## src/design/almd_pkg.sv

```systemverilog
// almd_pkg: shared types and constants for the ambient light LED dimmer.
// Used by almd_cfg_regs, almd_step and ambient_light_led_dimmer_core.
// No dependencies.
`timescale 1ns / 1ps
`default_nettype none
package almd_pkg;

  localparam int CFG_IDX_W  = 2;
  localparam int CFG_DATA_W = 32;
  localparam int LUX_W      = 16;
  localparam int TIME_W     = 32;
  localparam int STEP_W     = 6;
  localparam int LEVEL_W    = 11;
  localparam int GOOD_W     = 10;
  localparam int CNT_W      = 3;

  localparam logic [CFG_IDX_W-1:0] REG_TARGET_LUX     = 2'd0;
  localparam logic [CFG_IDX_W-1:0] REG_TOLERANCE      = 2'd1;
  localparam logic [CFG_IDX_W-1:0] REG_PROBE_INTERVAL = 2'd2;
  localparam logic [CFG_IDX_W-1:0] REG_STEP_SIZE      = 2'd3;

  localparam logic [LUX_W-1:0]  TARGET_LUX_RST     = 16'd0;
  localparam logic [LUX_W-1:0]  TOLERANCE_RST      = 16'd10;
  localparam logic [TIME_W-1:0] PROBE_INTERVAL_RST = 32'd1000;
  localparam logic [STEP_W-1:0] STEP_SIZE_RST      = 6'd5;

  localparam logic signed [LEVEL_W-1:0] LEVEL_RST  = 11'sd100;
  localparam logic signed [LEVEL_W:0]   LEVEL_MAX  = 12'sd1023;
  localparam logic [CNT_W-1:0]          SAME_LIMIT = 3'd4;

  typedef struct packed {
    logic [LUX_W-1:0]  target_lux;
    logic [LUX_W-1:0]  tolerance;
    logic [TIME_W-1:0] probe_interval;
    logic [STEP_W-1:0] step_size;
  } cfg_t;

  typedef struct packed {
    logic signed [LEVEL_W-1:0] level;
    logic                      probing;
    logic [TIME_W-1:0]         probe_time;
    logic [LUX_W-1:0]          probe_lux;
    logic [GOOD_W-1:0]         good_level;
    logic [CNT_W-1:0]          same_count;
  } state_t;

endpackage
`default_nettype wire

```

## src/design/ambient_light_led_dimmer_core.sv

```systemverilog
// ambient_light_led_dimmer_core: top level of the ambient light LED dimmer.
// Depends on almd_pkg, almd_cfg_regs and almd_step.
//
//   port group | dir | beat contents
//   in_*       | in  | lux reading, millisecond time stamp
//   out_*      | out | LED drive percent (signed)
//   cfg_*      | in  | register index, write data
//
// One beat per cycle while the output is not stalled; a result appears in the cycle after its input beat.
// Throughput is set by the single output register: a new beat is taken
// whenever that register is empty or being drained in the same cycle.
// Synchronous active-low reset loads the register and state defaults.
// A stalled output holds its beat and blocks further input beats.
`timescale 1ns / 1ps
`default_nettype none
module ambient_light_led_dimmer_core (
  input  wire                                    clk,
  input  wire                                    rst_n,
  input  wire                                    in_valid,
  output logic                                   in_ready,
  input  wire [almd_pkg::LUX_W-1:0]              in_lux,
  input  wire [almd_pkg::TIME_W-1:0]             in_time_now,
  output logic                                   out_valid,
  input  wire                                    out_ready,
  output logic signed [almd_pkg::LEVEL_W-1:0]    out_drive_percent,
  input  wire                                    cfg_valid,
  output logic                                   cfg_ready,
  input  wire [almd_pkg::CFG_IDX_W-1:0]          cfg_index,
  input  wire [almd_pkg::CFG_DATA_W-1:0]         cfg_data
);

  almd_pkg::cfg_t   cfg;
  almd_pkg::state_t state_r;
  almd_pkg::state_t state_nxt;

  logic                                 out_valid_r;
  logic signed [almd_pkg::LEVEL_W-1:0]  drive_r;
  logic                                 in_fire;

  assign cfg_ready = 1'b1;
  assign in_ready  = !out_valid_r || out_ready;
  assign in_fire   = in_valid && in_ready;

  almd_cfg_regs u_cfg (
    .clk      (clk),
    .rst_n    (rst_n),
    .wr_en    (cfg_valid),
    .wr_index (cfg_index),
    .wr_data  (cfg_data),
    .cfg      (cfg)
  );

  almd_step u_step (
    .cfg      (cfg),
    .cur      (state_r),
    .lux      (in_lux),
    .time_now (in_time_now),
    .nxt      (state_nxt)
  );

  always_ff @(posedge clk) begin
    if (!rst_n) begin
      state_r.level      <= almd_pkg::LEVEL_RST;
      state_r.probing    <= 1'b0;
      state_r.probe_time <= '0;
      state_r.probe_lux  <= '0;
      state_r.good_level <= '0;
      state_r.same_count <= '0;
      out_valid_r        <= 1'b0;
    end else begin
      if (in_fire) begin
        state_r     <= state_nxt;
        out_valid_r <= 1'b1;
      end else if (out_ready) begin
        out_valid_r <= 1'b0;
      end
    end
  end

  always_ff @(posedge clk) begin
    if (in_fire) begin
      drive_r <= state_nxt.level;
    end
  end

  assign out_valid         = out_valid_r;
  assign out_drive_percent = drive_r;

endmodule
`default_nettype wire

```

## src/design/almd_cfg_regs.sv

```systemverilog
// almd_cfg_regs: configuration register file of the dimmer.
// Depends on almd_pkg (cfg_t, register indexes, reset values).
`timescale 1ns / 1ps
`default_nettype none
module almd_cfg_regs (
  input  wire                                clk,
  input  wire                                rst_n,
  input  wire                                wr_en,
  input  wire [almd_pkg::CFG_IDX_W-1:0]      wr_index,
  input  wire [almd_pkg::CFG_DATA_W-1:0]     wr_data,
  output almd_pkg::cfg_t                     cfg
);

  almd_pkg::cfg_t cfg_r;

  always_ff @(posedge clk) begin
    if (!rst_n) begin
      cfg_r.target_lux     <= almd_pkg::TARGET_LUX_RST;
      cfg_r.tolerance      <= almd_pkg::TOLERANCE_RST;
      cfg_r.probe_interval <= almd_pkg::PROBE_INTERVAL_RST;
      cfg_r.step_size      <= almd_pkg::STEP_SIZE_RST;
    end else if (wr_en) begin
      case (wr_index)
        almd_pkg::REG_TARGET_LUX:     cfg_r.target_lux     <= wr_data[almd_pkg::LUX_W-1:0];
        almd_pkg::REG_TOLERANCE:      cfg_r.tolerance      <= wr_data[almd_pkg::LUX_W-1:0];
        almd_pkg::REG_PROBE_INTERVAL: cfg_r.probe_interval <= wr_data[almd_pkg::TIME_W-1:0];
        almd_pkg::REG_STEP_SIZE:      cfg_r.step_size      <= wr_data[almd_pkg::STEP_W-1:0];
        default: ;
      endcase
    end
  end

  assign cfg = cfg_r;

endmodule
`default_nettype wire

```

## src/design/almd_step.sv

```systemverilog
// almd_step: next-state logic for one light reading (clamp, probe, step).
// Depends on almd_pkg (cfg_t, state_t, constants).
`timescale 1ns / 1ps
`default_nettype none
module almd_step (
  input  wire almd_pkg::cfg_t             cfg,
  input  wire almd_pkg::state_t           cur,
  input  wire [almd_pkg::LUX_W-1:0]       lux,
  input  wire [almd_pkg::TIME_W-1:0]      time_now,
  output almd_pkg::state_t                nxt
);

  logic signed [almd_pkg::LEVEL_W-1:0] lvl0;
  logic signed [almd_pkg::LEVEL_W:0]   lvl12;
  logic signed [almd_pkg::LEVEL_W:0]   stp12;
  logic signed [almd_pkg::LEVEL_W:0]   up12;
  logic [almd_pkg::TIME_W-1:0]         elapsed;
  logic [almd_pkg::LUX_W-1:0]          tgt_diff;
  logic [almd_pkg::LUX_W-1:0]          probe_diff;
  logic [almd_pkg::CNT_W-1:0]          cnt_inc;
  logic                                near;
  logic                                lux_gt;
  logic                                lvl_zero;
  logic                                changed;
  logic                                go_normal;

  always_comb begin
    lvl0     = cur.level[almd_pkg::LEVEL_W-1] ? '0 : cur.level;
    lvl_zero = (lvl0 == '0);
    lvl12    = {lvl0[almd_pkg::LEVEL_W-1], lvl0};
    stp12    = $signed({{(almd_pkg::LEVEL_W+1-almd_pkg::STEP_W){1'b0}}, cfg.step_size});
    up12     = lvl12 + stp12;

    elapsed    = (cur.probe_time > time_now) ? (cur.probe_time - time_now)
                                             : (time_now - cur.probe_time);
    tgt_diff   = (lux >= cfg.target_lux) ? (lux - cfg.target_lux) : (cfg.target_lux - lux);
    probe_diff = (cur.probe_lux >= lux) ? (cur.probe_lux - lux) : (lux - cur.probe_lux);
    near       = tgt_diff < cfg.tolerance;
    lux_gt     = lux > cfg.target_lux;
    changed    = probe_diff > cfg.tolerance;
    cnt_inc    = cur.same_count + 1'b1;

    nxt       = cur;
    nxt.level = lvl0;
    go_normal = 1'b0;

    if ((elapsed > cfg.probe_interval) && (near || lux_gt) && !cur.probing) begin
      nxt.probing    = 1'b1;
      nxt.probe_time = time_now;
      nxt.probe_lux  = lux;
      nxt.level      = almd_pkg::LEVEL_W'(lvl12 - stp12);
    end else if (cur.probing) begin
      if (changed) begin
        nxt.same_count = '0;
        nxt.probing    = 1'b0;
        go_normal      = 1'b1;
      end else if (cnt_inc == almd_pkg::SAME_LIMIT) begin
        nxt.same_count = '0;
        nxt.probing    = 1'b0;
        nxt.level      = '0;
      end else begin
        nxt.same_count = cnt_inc;
        nxt.level      = almd_pkg::LEVEL_W'(lvl12 - (stp12 <<< 1));
      end
    end else begin
      go_normal = 1'b1;
    end

    if (go_normal) begin
      if (near) begin
        nxt.good_level = lvl0[almd_pkg::GOOD_W-1:0];
      end else if (!(lux < cfg.target_lux) && lvl_zero) begin
        nxt.level = lvl0;
      end else if (lvl_zero && (cur.good_level != '0)) begin
        nxt.level = $signed({1'b0, cur.good_level});
      end else if (lux_gt) begin
        nxt.level = almd_pkg::LEVEL_W'(lvl12 - stp12);
      end else if (up12 > almd_pkg::LEVEL_MAX) begin
        nxt.level = almd_pkg::LEVEL_W'(almd_pkg::LEVEL_MAX);
      end else begin
        nxt.level = almd_pkg::LEVEL_W'(up12);
      end
    end
  end

endmodule
`default_nettype wire
```

## config.mk

```make
export PLATFORM = sky130hd
export DESIGN_NAME = ambient_light_led_dimmer_core
export DESIGN_NICKNAME = d
export VERILOG_FILES = /design/src/design/almd_pkg.sv /design/src/design/ambient_light_led_dimmer_core.sv /design/src/design/almd_cfg_regs.sv /design/src/design/almd_step.sv
export SDC_FILE = /design/constraint.sdc
export NUM_CORES = 1
export LEC_CHECK = 0
export BUFFER_PORTS_ARGS = -buffer_cell sky130_fd_sc_hd__buf_2
export CAP_MARGIN = 0
export CORE_UTILIZATION = 46
export CTS_BUF_LIST = sky130_fd_sc_hd__clkbuf_8 sky130_fd_sc_hd__clkbuf_16
export DETAILED_ROUTE_END_ITERATION = 10
export PLACE_DENSITY = 0.72
export SYNTH_ARGS = -nofsm -noshare
export SYNTH_HDL_FRONTEND = slang
export SYNTH_SLANG_ARGS = --single-unit
export TNS_END_PERCENT = 10
```

## constraint.sdc

```tcl
create_clock -name clk -period 5.8 [get_ports clk]
set_clock_uncertainty 0.05 [all_clocks]
set_input_delay 1.16 -clock clk [delete_from_list [all_inputs] [get_ports clk]]
set_output_delay 1.16 -clock clk [all_outputs]
set_load 0.005 [all_outputs]
```

==> results.cfg <==
[route]
viasPerCell = 5.69
dr.pass1.iters = 6
avgRoutedWirePerCell_um = 17.7
drtAntennaViolNets = 0
drtIter0Drc = 1204
vias = 16400
wirelength_um = 51200
drcViolationCount = 0

[clock_tree]
cts-root-buf = clkbuf_16
cts.sinks = 155
clockBufferDepth = 2
clock_latency_ps = 460
cts_tree = done
cts_buffers = 17
cts.clk_slew.worst_paths_ps = 70
htreeDepth = 4

[outcome]
violations = setup timing
status = finished with violations

[grt]
overflow = 0
antenna_found_initial = 0
track_usage_pct = 29.5
grt_first_pass_wirelength_um = 80200
grt_max_degree = 82
grt_pass1_vias = 16000

[timing]
setup_viol = 66
hold_slack_ps = 406
min_period_over_period_pct = 102
grt_setup_unrepaired = yes
period_minus_slack_ps = 5900
max_freq_mhz = 169
timing.final.ws_setup_ps = -105
slew_viol_final = 0
slew_headroom_pct = 19.4
tightest_slew_ps = 1190
hold_violations = 0

[finish]
finish.utilization_pct = 62.5
regArea_um2 = 3210
fin_area_um2 = 20400
stdcell_count = 2891
drive_gt1_share_pct = 27.1
n_fill_cell = 2839
diodes = 0
area.growth.synth_to_final_pct = 32.9
multi_input_area_um2 = 11600
final_nets = 2740

[power]
peakVddDrop_mv = 0.265
p_leak_nw = 9.23
power.density_nw_per_um2 = 374

[critical_path]
worstPathRequired_ps = 6050
crit_fanout = 8
cp-end-kind = flop
path_class = in2reg
critical_path_arrival_ps = 6150
startpoint_type = primary input

[flow_run]
max_cap_violations = 0

[min_path]
hold_class = reg2reg

[placed_design]
place_hpwl_um = 38500
place_congestion = 1.00
dpl_cell_area_um2 = 18600
post-place-ws_ps = -1060
dp_cells = 2811
io_buffers = 99

[synthesis]
synth_top_flop_cell = dfxtp_1
synth_fp_nets = 2341
synth_edf_count = 11
syn_area_per_cell_um2 = 7.54
netlist_area_um2 = 15400
ys_seq_area_share_pct = 20.9
async_reset_ff_share_pct = 0
ys_warn_count = 0
syn_inst = 2037
synth_seq_cells = 155
synthDistinctLibCells = 104

[floorplan]
die_w_um = 185
core_um2 = 32700
fp.dieH_um = 185
dieArea_um2 = 34100
num_rows = 66
io_pins = 101
start_util_pct = 47.0
-- sequential cells by signal, indices dropped and copies added (netlist names) --
signal             flops
state_r               73
out_drive_percent     11
u_cfg.cfg             70
out_valid              1
-- where the power goes --
part	leakage, nW	internal (mW)	switching (mW)
combinational	7.64	2.37	2.63
sequential	1.28	1.26	0.112
clock	0.313	0.748	0.522
total	9.23	4.37	3.26
-- cell families (layout without fill, tap and decap cells) --
family	Yosys count	after routing	synth area share, %
AO/OA/AOI/OAI	658	658	27.4
AND/OR/NAND/NOR	562	562	17.1
buffers and inverters	315	727	8.31
adder cells (fa/ha/maj)	217	217	18.1
flip-flops	155	155	20.9
multiplexers	68	68	4.63
XOR/XNOR	61	61	3.48
other	1	1	0.0244
-- critical path, cell delays in order --
cell,delay [ps]
buf_2,90
inv_2,40
ha_4,270
nand4_1,160
or3_1,400
or4_4,570
o31a_1,220
buf_4,210
or3_1,370
o31a_1,130
a21oi_2,120
xnor2_1,100
ha_1,310
nand3_2,100
nor4_4,310
nand4_1,160
nand2b_1,180
nand3b_1,130
buf_4,150
buf_4,130
nand3_4,80
nor3_4,200
buf_6,140
buf_16,120
mux2i_1,210
nor2_1,70
-- final timing paths --
check	slack [ps]	startpoint	endpoint	cells past startpoint
worst max register to register	290	state_r[29]	state_r[5]	29
worst min-delay path	410	u_cfg.cfg[24]	u_cfg.cfg[24]	2
worst min register to register	410	u_cfg.cfg[24]	u_cfg.cfg[24]	2
worst max-delay path	-100	in_time_now[9]	state_r[5]	26
-- synth_stat cells, types with 36 or more instances --
library cell,instances,area (um2)
mux2i_1,55,551
a21oi_1,290,1450
ha_1,208,2600
o21ai_0,79,395
a21o_1,58,435
nor2_1,150,563
nand2_1,208,781
inv_1,211,792
clkbuf_1,54,203
xnor2_1,42,368
dfxtp_1,144,2880
buf_2,36,180
-- timing repair --
| action | 4_1_cts | 5_1_grt |
|---|---|---|
| pin swaps | 47 | 33 |
| setup buffers | 33 | 14 |
| gates cloned | 2 | 2 |
| resized for setup | 101 | 44 |
| endpoints found under the setup margin | 81 | 81 |
| hold buffers | 0 | 0 |
| hold endpoints to repair | 0 | 0 |
-- layout make-up --
type	count	share of cell area [%]
Timing Repair Buffer	483	17.9
Inverter	212	3.91
Sequential cell	155	15.7
Multi-Input combinational cell	1567	56.6
Clock inverter	14	0.943
Tap cell	442	2.71
Clock buffer	18	2.20
-- through the flow --
step / power (mW) / setup TNS [ps]
detailed placement: 5.63 / -73620
CTS: 7.33 / -9.86
global placement: 5.53 / -70810
floorplan: 4.06 / -382
global route: 8.12 / -24210
finish: 7.64 / -3230
-- layout by cell type (no fill, tap or decap), types with 10 or more instances in the layout --
cell	instances
a21o_1	58
a21oi_1	280
a21oi_2	10
a31oi_1	19
and3_1	12
buf_12	11
buf_2	94
buf_4	358
buf_6	14
clkbuf_16	21
dfxtp_1	144
edfxtp_1	11
ha_1	189
ha_4	18
inv_1	201
inv_2	10
mux2i_1	48
nand2_1	205
nand2b_1	10
nand3_1	27
nand4_1	22
nor2_1	146
nor2b_1	30
nor3_1	30
o211ai_1	27
o21a_1	19
o21ai_0	69
o21ai_1	12
o21bai_1	32
or3_1	11
xnor2_1	42
xor2_1	19
-- layer usage --
layer  wire length [um]  GRT usage, %  vias up
met5                  0             0        -
met3               2750          4.33      120
met1              22300          36.7     7822
met4               1620          9.62        0
met2              24600          51.9      535
li1                   -             -     7965
Power figures use the tool's default switching activity.
